===== config.mk =====
export PLATFORM = sky130hd
export DESIGN_NAME = windowed_rate_estimator_tiers
export DESIGN_NICKNAME = d
export VERILOG_FILES = /design/src/design/wre_pkg.sv /design/src/design/windowed_rate_estimator_tiers.sv /design/src/design/wre_ram.sv
export SDC_FILE = /design/constraint.sdc
export NUM_CORES = 2
export LEC_CHECK = 0
export ABC_AREA = 1
export BUFFER_PORTS_ARGS = -buffer_cell sky130_fd_sc_hd__clkbuf_2
export CAP_MARGIN = 5
export CORE_UTILIZATION = 40
export CTS_CLUSTER_SIZE = 24
export DETAILED_ROUTE_END_ITERATION = 6
export GPL_TIMING_DRIVEN = 0
export PLACE_DENSITY = 0.56
export SLEW_MARGIN = 40
export SYNTH_ARGS = -nofsm -noshare
export SYNTH_HDL_FRONTEND = slang
export SYNTH_SLANG_ARGS = --single-unit

===== constraint.sdc =====
create_clock -name i_clk -period 9.1 [get_ports i_clk]
set_clock_uncertainty 0.2 [all_clocks]
set_input_delay 1.365 -clock i_clk [delete_from_list [all_inputs] [get_ports i_clk]]
set_output_delay 1.365 -clock i_clk [all_outputs]
set_load 0.01 [all_outputs]

===== src/design/wre_pkg.sv =====
// Shared widths, codes and reset values for the windowed rate estimator.
package wre_pkg;

    // Input word fields
    localparam int KIND_W  = 2;
    localparam int CNT_W   = 24;
    localparam int STAMP_W = 32;
    localparam int IN_TDATA_W = CNT_W + STAMP_W;

    // Output word fields
    localparam int RATE_W = 32;
    localparam int TIER_W = 2;
    localparam int OUT_FIELDS_W = RATE_W + TIER_W + 1;
    localparam int OUT_TDATA_W = ((OUT_FIELDS_W + 7) / 8) * 8;

    // Configuration port
    localparam int CFG_IDX_W  = 2;
    localparam int CFG_DATA_W = 32;
    localparam int FILL_W     = 24;
    localparam int LIM_W      = 32;

    // Internal arithmetic
    localparam int SLOT_W = 32;
    localparam int WIN_W  = 40;
    localparam int US_W   = 20;
    localparam int HALF_W = WIN_W / 2;
    localparam int NUM_W  = WIN_W + US_W;
    localparam logic [US_W-1:0] US_PER_S = US_W'(1000000);

    localparam int HISTORY_DEPTH_DEF = 8;

    localparam logic [FILL_W-1:0] FILL_RST = FILL_W'(20000);
    localparam logic [LIM_W-1:0]  LOW_RST  = LIM_W'(10000);
    localparam logic [LIM_W-1:0]  MID_RST  = LIM_W'(100000);

    // Event kinds
    localparam logic [KIND_W-1:0] KIND_START = 2'd0;
    localparam logic [KIND_W-1:0] KIND_ADD   = 2'd1;
    localparam logic [KIND_W-1:0] KIND_END   = 2'd2;

    // Tiers
    localparam logic [TIER_W-1:0] TIER_LOW  = 2'd0;
    localparam logic [TIER_W-1:0] TIER_MID  = 2'd1;
    localparam logic [TIER_W-1:0] TIER_HIGH = 2'd2;

    // Register indexes
    localparam logic [CFG_IDX_W-1:0] CFG_FILL = 2'd0;
    localparam logic [CFG_IDX_W-1:0] CFG_LOW  = 2'd1;
    localparam logic [CFG_IDX_W-1:0] CFG_MID  = 2'd2;

endpackage


===== src/design/windowed_rate_estimator_tiers.sv =====
// Windowed throughput estimator: burst timing, slot history ring, rate and tier.
// Start and add words fold in the idle state and may follow back to back. An end word holds
// the input until its estimate loads: slot read and advance check (plus a recycle step when
// the slot advances), fold, multiply and range check, bit-serial divide and load; a
// saturating quotient skips the divide; a stalled output register adds its wait.
// Reset (i_rst_n low, synchronous) clears state and slot valid bits, loads register defaults.
module windowed_rate_estimator_tiers #(
    parameter int HISTORY_DEPTH = wre_pkg::HISTORY_DEPTH_DEF
) (
    input  logic                              i_clk,
    input  logic                              i_rst_n,
    // Configuration write port
    input  logic                              i_cfg_we,
    input  logic [wre_pkg::CFG_IDX_W-1:0]     i_cfg_idx,
    input  logic [wre_pkg::CFG_DATA_W-1:0]    i_cfg_wdata,
    // Event stream in
    input  logic                              s_axis_tvalid,
    output logic                              s_axis_tready,
    input  logic [wre_pkg::IN_TDATA_W-1:0]    s_axis_tdata,  // byte_count[23:0], now_us[55:24]
    input  logic [wre_pkg::KIND_W-1:0]        s_axis_tuser,  // kind[1:0]
    // Estimate stream out
    output logic                              m_axis_tvalid,
    input  logic                              m_axis_tready,
    output logic [wre_pkg::OUT_TDATA_W-1:0]   m_axis_tdata   // rate[31:0], tier[33:32],
                                                             // tier_changed[34], zero[39:35]
);

    import wre_pkg::*;

    localparam int PTR_W = $clog2(HISTORY_DEPTH);
    localparam int DCNT_W = $clog2(RATE_W);
    localparam int RAM_W = 2 * SLOT_W;
    localparam logic [PTR_W-1:0] PTR_LAST = PTR_W'(HISTORY_DEPTH - 1);

    typedef enum logic [3:0] {
        S_IDLE,  // take words; start/add fold here
        S_RD0,   // read current slot
        S_RD0W,  // decide slot advance, read next slot
        S_RD1,   // drop recycled slot from window totals
        S_SUMB,  // saturating slot byte sum
        S_SUMT,  // saturating slot time sum, window bytes update
        S_WR,    // window time update, slot write-back
        S_MUL0,  // low partial product
        S_MUL1,  // high partial product and numerator
        S_CHK,   // overflow / zero-time check
        S_DIV,   // one quotient bit per cycle
        S_FIN    // tier pick, load output register
    } t_state;

    t_state r_state;

    // Configuration registers
    logic [FILL_W-1:0] r_fill;
    logic [LIM_W-1:0]  r_low;
    logic [LIM_W-1:0]  r_mid;

    // Estimator state
    logic [SLOT_W-1:0]        r_burst;
    logic [STAMP_W-1:0]       r_stamp;
    logic [PTR_W-1:0]         r_ptr;
    logic [WIN_W-1:0]         r_wb;
    logic [WIN_W-1:0]         r_wt;
    logic [TIER_W-1:0]        r_last_tp1;
    logic [HISTORY_DEPTH-1:0] r_slot_vld;

    // Per-estimate working registers
    logic [STAMP_W-1:0] r_elapsed;
    logic [SLOT_W-1:0]  r_cur_b;
    logic [SLOT_W-1:0]  r_cur_t;
    logic [SLOT_W-1:0]  r_nb;
    logic [SLOT_W-1:0]  r_nt;
    logic [WIN_W-1:0]   r_prod;
    logic [NUM_W-1:0]   r_num;
    logic [WIN_W:0]     r_rem;
    logic [RATE_W-1:0]  r_quo;
    logic [DCNT_W-1:0]  r_cnt;

    // Output register
    logic              r_m_valid;
    logic [RATE_W-1:0] r_m_rate;
    logic [TIER_W-1:0] r_m_tier;
    logic              r_m_chg;

    // Input fields
    logic [KIND_W-1:0]  in_kind;
    logic [CNT_W-1:0]   in_cnt;
    logic [STAMP_W-1:0] in_now;
    logic               in_acc;

    assign in_kind = s_axis_tuser;
    assign in_cnt  = s_axis_tdata[CNT_W-1:0];
    assign in_now  = s_axis_tdata[CNT_W +: STAMP_W];
    assign s_axis_tready = (r_state == S_IDLE);
    assign in_acc = s_axis_tvalid && s_axis_tready;

    // Slot ring: bytes in the low half, time in the high half
    logic [PTR_W-1:0] ptr_inc;
    logic [PTR_W-1:0] ram_raddr;
    logic [RAM_W-1:0] ram_rdata;
    logic             ram_we;

    assign ptr_inc   = (r_ptr == PTR_LAST) ? '0 : r_ptr + PTR_W'(1);
    assign ram_raddr = (r_state == S_RD0W) ? ptr_inc : r_ptr;
    assign ram_we    = (r_state == S_WR);

    wre_ram #(
        .WIDTH (RAM_W),
        .DEPTH (HISTORY_DEPTH)
    ) u_slots (
        .i_clk   (i_clk),
        .i_we    (ram_we),
        .i_waddr (r_ptr),
        .i_wdata ({r_nt, r_nb}),
        .i_raddr (ram_raddr),
        .o_rdata (ram_rdata)
    );

    // A slot never written since reset reads as zero
    logic [SLOT_W-1:0] slot_b;
    logic [SLOT_W-1:0] slot_t;
    assign slot_b = r_slot_vld[r_ptr] ? ram_rdata[SLOT_W-1:0] : '0;
    assign slot_t = r_slot_vld[r_ptr] ? ram_rdata[SLOT_W +: SLOT_W] : '0;

    // Burst accumulate, saturating
    logic [SLOT_W:0] burst_sum;
    assign burst_sum = {1'b0, r_burst} + (SLOT_W + 1)'(in_cnt);

    // Slot advance test
    logic [SLOT_W:0] fill_sum;
    logic            advance;
    assign fill_sum = {1'b0, slot_b} + {1'b0, r_burst};
    assign advance  = (r_burst > SLOT_W'(r_fill)) || (fill_sum > (SLOT_W + 1)'(r_fill));

    // Saturating slot sums
    logic [SLOT_W:0] nb_sum;
    logic [SLOT_W:0] nt_sum;
    assign nb_sum = {1'b0, r_cur_b} + {1'b0, r_burst};
    assign nt_sum = {1'b0, r_cur_t} + {1'b0, r_elapsed};

    // Numerator and divide step
    logic [NUM_W-1:0]     num_hi;
    logic [NUM_W-RATE_W-1:0] num_top;
    logic [WIN_W:0]       trial;
    logic                 ge;
    assign num_hi  = {WIN_W'(r_wb[WIN_W-1:HALF_W]) * WIN_W'(US_PER_S), {HALF_W{1'b0}}};
    assign num_top = r_num[NUM_W-1:RATE_W];
    assign trial   = {r_rem[WIN_W-1:0], r_quo[RATE_W-1]};
    assign ge      = (trial >= {1'b0, r_wt});

    // Tier pick
    logic [TIER_W-1:0] tier;
    always_comb begin
        priority if (r_quo < r_low) begin
            tier = TIER_LOW;
        end else if (r_quo < r_mid) begin
            tier = TIER_MID;
        end else begin
            tier = TIER_HIGH;
        end
    end

    always_ff @(posedge i_clk) begin
        if (!i_rst_n) begin
            r_state    <= S_IDLE;
            r_fill     <= FILL_RST;
            r_low      <= LOW_RST;
            r_mid      <= MID_RST;
            r_burst    <= '0;
            r_stamp    <= '0;
            r_ptr      <= '0;
            r_wb       <= '0;
            r_wt       <= '0;
            r_last_tp1 <= '0;
            r_slot_vld <= '0;
            r_m_valid  <= 1'b0;
        end else begin
            // Register writes land in any state
            if (i_cfg_we) begin
                unique case (i_cfg_idx)
                    CFG_FILL: r_fill <= i_cfg_wdata[FILL_W-1:0];
                    CFG_LOW:  r_low  <= i_cfg_wdata[LIM_W-1:0];
                    CFG_MID:  r_mid  <= i_cfg_wdata[LIM_W-1:0];
                    default: ;
                endcase
            end

            // Drop the taken word; the load state refills it itself
            if (r_m_valid && m_axis_tready && r_state != S_FIN) begin
                r_m_valid <= 1'b0;
            end

            unique case (r_state)
                S_IDLE: begin
                    if (in_acc) begin
                        unique case (in_kind)
                            KIND_START: begin
                                r_stamp <= in_now;
                                r_burst <= burst_sum[SLOT_W] ? '1 : burst_sum[SLOT_W-1:0];
                            end
                            KIND_ADD: begin
                                r_burst <= burst_sum[SLOT_W] ? '1 : burst_sum[SLOT_W-1:0];
                            end
                            KIND_END: begin
                                r_elapsed <= in_now - r_stamp;
                                r_state   <= S_RD0;
                            end
                            default: ;
                        endcase
                    end
                end
                S_RD0: begin
                    r_state <= S_RD0W;
                end
                S_RD0W: begin
                    if (advance) begin
                        r_ptr   <= ptr_inc;
                        r_state <= S_RD1;
                    end else begin
                        r_cur_b <= slot_b;
                        r_cur_t <= slot_t;
                        r_state <= S_SUMB;
                    end
                end
                S_RD1: begin
                    // Recycle the slot: drop its old contents from the window
                    r_wb    <= r_wb - WIN_W'(slot_b);
                    r_wt    <= r_wt - WIN_W'(slot_t);
                    r_cur_b <= '0;
                    r_cur_t <= '0;
                    r_state <= S_SUMB;
                end
                S_SUMB: begin
                    r_nb    <= nb_sum[SLOT_W] ? '1 : nb_sum[SLOT_W-1:0];
                    r_state <= S_SUMT;
                end
                S_SUMT: begin
                    r_nt    <= nt_sum[SLOT_W] ? '1 : nt_sum[SLOT_W-1:0];
                    r_wb    <= r_wb + WIN_W'(r_nb - r_cur_b);
                    r_state <= S_WR;
                end
                S_WR: begin
                    // Window time grows only by what the slot really took
                    r_wt              <= r_wt + WIN_W'(r_nt - r_cur_t);
                    r_slot_vld[r_ptr] <= 1'b1;
                    r_burst           <= '0;
                    r_state           <= S_MUL0;
                end
                S_MUL0: begin
                    r_prod  <= WIN_W'(r_wb[HALF_W-1:0]) * WIN_W'(US_PER_S);
                    r_state <= S_MUL1;
                end
                S_MUL1: begin
                    r_num   <= num_hi + NUM_W'(r_prod);
                    r_state <= S_CHK;
                end
                S_CHK: begin
                    // Top bits not below the divisor: quotient overflows 32 bits.
                    // Zero window time always lands here too.
                    if (WIN_W'(num_top) >= r_wt) begin
                        r_quo   <= '1;
                        r_state <= S_FIN;
                    end else begin
                        r_rem   <= (WIN_W + 1)'(num_top);
                        r_quo   <= r_num[RATE_W-1:0];
                        r_cnt   <= '0;
                        r_state <= S_DIV;
                    end
                end
                S_DIV: begin
                    r_rem <= ge ? trial - {1'b0, r_wt} : trial;
                    r_quo <= {r_quo[RATE_W-2:0], ge};
                    r_cnt <= r_cnt + DCNT_W'(1);
                    if (r_cnt == DCNT_W'(RATE_W - 1)) begin
                        r_state <= S_FIN;
                    end
                end
                S_FIN: begin
                    // Hold until the output register is free
                    if (!r_m_valid || m_axis_tready) begin
                        r_m_valid  <= 1'b1;
                        r_m_rate   <= r_quo;
                        r_m_tier   <= tier;
                        r_m_chg    <= (r_last_tp1 != tier + TIER_W'(1));
                        r_last_tp1 <= tier + TIER_W'(1);
                        r_state    <= S_IDLE;
                    end
                end
                default: r_state <= S_IDLE;
            endcase
        end
    end

    assign m_axis_tvalid = r_m_valid;
    assign m_axis_tdata  = OUT_TDATA_W'({r_m_chg, r_m_tier, r_m_rate});

endmodule


===== src/design/wre_ram.sv =====
// Generic single-write, single-read RAM with registered read data.
module wre_ram #(
    parameter int WIDTH = 64,
    parameter int DEPTH = 8
) (
    input  logic                     i_clk,
    input  logic                     i_we,
    input  logic [$clog2(DEPTH)-1:0] i_waddr,
    input  logic [WIDTH-1:0]         i_wdata,
    input  logic [$clog2(DEPTH)-1:0] i_raddr,
    output logic [WIDTH-1:0]         o_rdata
);

    logic [WIDTH-1:0] r_mem [DEPTH];
    logic [WIDTH-1:0] r_rdata;

    always_ff @(posedge i_clk) begin
        if (i_we) begin
            r_mem[i_waddr] <= i_wdata;
        end
        r_rdata <= r_mem[i_raddr];
    end

    assign o_rdata = r_rdata;

endmodule


==> impl_metrics.sql <==
INSERT INTO impl_metrics (metric_group, metric, value, unit) VALUES
('synthesis', 'syn_area_per_cell', '8.688', 'um^2'),
('critical_path', 'crit_path_frequent_cell', 'nand2_1', ''),
('critical_path', 'worst-endpoint-required', '9.36', 'ns'),
('global_route', 'grt_max_degree', '48', ''),
('job', 'maxCapViolCount', '0', ''),
('final_layout', 'net_count_reported_at_finish', '10300', ''),
('sta', 'fraction_of_the_cycle_the_final_worst_path_needs', '89.71', '%'),
('detailed_routing', 'drc', '0', ''),
('status', 'status', 'completed', ''),
('placed_design', 'final_wtd_congestion', '0.9681', ''),
('floorplan', 'initial_utilization', '40.38', '%'),
('floorplan', 'dieHeight', '443.6', 'um'),
('synthesis', 'synthesis.instances', '8978', ''),
('detailed_routing', 'wire_per_inst', '22.18', 'um'),
('clocking', 'post_cts_hold_buffer_count', '0', ''),
('sta', 'setup-violations-final', '0', ''),
('synthesis', 'yosysWarningCount', '0', ''),
('clocking', 'postCtsSetupRepairBufs', '0', ''),
('clocking', 'tritoncts.num_buffers', '140', ''),
('synthesis', 'synth-async-reset-ratio', '0', '%'),
('global_route', 'grt_first_pass_wirelength', '397200', 'um'),
('critical_path', 'critical_path_buf_inv_count', '11', ''),
('power_and_ir_drop', 'power_per_cell_area', '227.4', 'nW/um^2'),
('synthesis', 'seq_area_frac_synth', '41.63', '%'),
('detailed_routing', 'route.vias.total', '64740', ''),
('clocking', 'clock-root-buffer', 'clkbuf_16', ''),
('sta', 'final_period_minus_worst_setup_slack', '8.163', 'ns'),
('sta', 'max_slew.worst_pin.slew', '0.9049', 'ns'),
('sta', 'timing.slew.headroom', '39.67', '%'),
('synthesis', 'synth_area_leaders', 'edfxtp_1 34%, ha_1 12%, dfxtp_1 8.1%, nand2_1 6.5%, inv_1 6.0%', ''),
('synthesis', 'yosys-top-cells-count', '1358 x nand2_1, 1240 x inv_1, 875 x nor2_1', ''),
('synthesis', 'syn_area', '78000', 'um^2'),
('detailed_routing', 'highest_layer', 'met4', ''),
('sta', 'timing_hold_violations_final', '0', ''),
('final_layout', 'fill_cells', '18850', ''),
('clocking', 'clkSinkCount', '1186', ''),
('clocking', 'clkSlewWorstSetupHoldPaths', '0.06', 'ns'),
('synthesis', 'synthDominantAreaCellType', 'edfxtp_1', ''),
('detailed_routing', 'drt-initial-drc-count', '5166', ''),
('critical_path', 'slowest_delay', '0.59', 'ns'),
('final_layout', 'flow.area_growth_from_synthesis', '11.98', '%'),
('floorplan', 'design.die.area', '196800', 'um^2'),
('floorplan', 'die_w', '443.6', 'um'),
('detailed_routing', 'drt-pass1-iter-count', '6', ''),
('critical_path', 'crit_slowest_cell', 'nor3_2', ''),
('synthesis', 'synth-edff-count', '872', ''),
('sta', 'clock.fmax', '122.5', 'MHz'),
('critical_path', 'crit_path_max_fanout', '10', ''),
('clocking', 'tritoncts', 'done', ''),
('placed_design', 'place_inst', '11700', ''),
('global_route', 'grt.total_usage', '26.73', '%'),
('power_and_ir_drop', 'vdd_drop_max', '0.1505', 'mV'),
('critical_path', 'cp_data_arrival_time', '8.42', 'ns'),
('detailed_routing', 'dr_wl_met3', '13400', 'um'),
('placed_design', 'detailed_place_hpwl', '209600', 'um'),
('synthesis', 'synth_seq_cells', '1186', ''),
('sta', 'number_of_pins_exceeding_their_max_slew_limit_in_the_final_report', '0', ''),
('hold_path', 'worst_hold_path_type', 'reg -> reg', ''),
('critical_path', 'timing.critical_path.max_delay_family', 'simple AND/OR/NAND/NOR gates', ''),
('critical_path', 'worst_setup_ep_type', 'flip-flop', ''),
('floorplan', 'io_pins', '139', ''),
('sta', 'timing.hold.ws', '0.2158', 'ns'),
('final_layout', 'final_cell_count_no_fill', '11970', ''),
('detailed_routing', 'met1_length', '115800', 'um'),
('clocking', 'depth_of_the_cts_h_tree', '4', ''),
('power_and_ir_drop', 'power.leakage', '0.03932', 'uW'),
('global_route', 'antenna_found_initial', '11', ''),
('critical_path', 'worst_setup_path_start_kind', 'flip-flop', ''),
('global_route', 'first_global_vias', '63580', ''),
('detailed_routing', 'antenna_left', '0', ''),
('power_and_ir_drop', 'p_total', '19860', 'uW');
-- flip-flops by register name (all words and copies together), names as in the netlist, 24 cells and up --
register and count:
r_burst 32, r_cur_b 32, r_cur_t 32, r_elapsed 32, r_fill 24, r_low 32
r_m_rate 32, r_mid 32, r_nb 32, r_nt 32, r_num 54, r_prod 34
r_quo 32, r_rem 40, r_stamp 32, r_wb 40, r_wt 40, u_slots.o_rdata 64
u_slots.r_mem 512
-- worst paths after layout --
check / startpoint / end / slack [ns] / cells past startpoint
worst min register to register: r_prod[7] / r_num[7] / 0.22 / 0
worst min-delay path: r_prod[7] / r_num[7] / 0.22 / 0
worst max register to register: r_ptr[0] / r_cur_b[6] / 0.94 / 38
worst max-delay path: r_ptr[0] / r_cur_b[6] / 0.94 / 38
-- placed cells by master, fill, tap and decap left out, types with 15 or more instances in the layout --
cell / instances
xnor2_1: 115
clkinv_2: 21
o22ai_1: 68
a21o_1: 45
or2_2: 25
a21oi_1: 807
o21ai_0: 773
o21bai_1: 163
inv_2: 21
nor2_2: 21
a21boi_0: 26
nor2_4: 21
clkinv_1: 16
xor2_1: 177
nand2_2: 35
o21ai_1: 44
clkbuf_2: 156
nand2_1: 1358
o221ai_1: 19
o21a_1: 38
nand4_1: 73
inv_1: 1232
ha_1: 725
clkbuf_16: 143
buf_4: 15
o211ai_1: 97
nor2_1: 869
buf_2: 59
nand3_1: 247
fa_1: 161
clkbuf_1: 215
nor4_1: 29
dfxtp_1: 314
a31oi_1: 122
edfxtp_1: 872
nor3_1: 88
-- power by group --
| group | switching [uW] | total, uW | internal [uW] | leakage (uW) |
|---|---|---|---|---|
| clock network | 2440 | 5690 | 3240 | 0.00226 |
| registers | 559 | 6910 | 6350 | 0.0105 |
| logic | 4900 | 7260 | 2360 | 0.0266 |
-- through the flow --
stage,setup TNS [ns],utilization [%],area (um^2),worst slack [ns]
2_1_floorplan,0,-,78010,0.04416
3_3_place_gp,-834.06,42.36,81840,-5.880
3_5_place_dp,0,42.79,82650,1.185
4_1_cts,0,45.20,87330,1.115
5_1_grt,0,45.21,87340,0.5958
6_report,0,45.21,87350,0.9367
-- kinds of logic after synthesis --
family / share of synthesized area, %
AND/OR/NAND/NOR: 15.37
AO/OA/AOI/OAI: 16.45
buffers and inverters: 7.397
flip-flops: 41.63
adder cells (fa/ha/maj): 15.76
XOR/XNOR: 3.335
multiplexers: 0.05133
other: 0.004808
-- cell type report --
| class | instances | area [um^2] | share of cell area [%] |
|---|---|---|---|
| Inverter | 1266 | 4795 | 5.489 |
| Antenna cell | 6 | 15.01 | 0.01719 |
| Multi-Input combinational cell | 6290 | 39870 | 45.65 |
| Clock buffer | 195 | 3894 | 4.458 |
| Tap cell | 2526 | 3161 | 3.618 |
| Clock inverter | 65 | 778.2 | 0.8910 |
| Timing Repair Buffer | 196 | 1313 | 1.503 |
| Sequential cell | 1186 | 32470 | 37.17 |
| Buffer | 240 | 1050 | 1.202 |
-- metal layers --
layer  vias up  global-route usage, %
li1      31440                      -
met1     31080                  34.92
met2      1857                  45.27
met3       371                  3.146
met4         0                  9.941
met5         -                      0
Note: power is estimated with default switching activity, not from simulation.
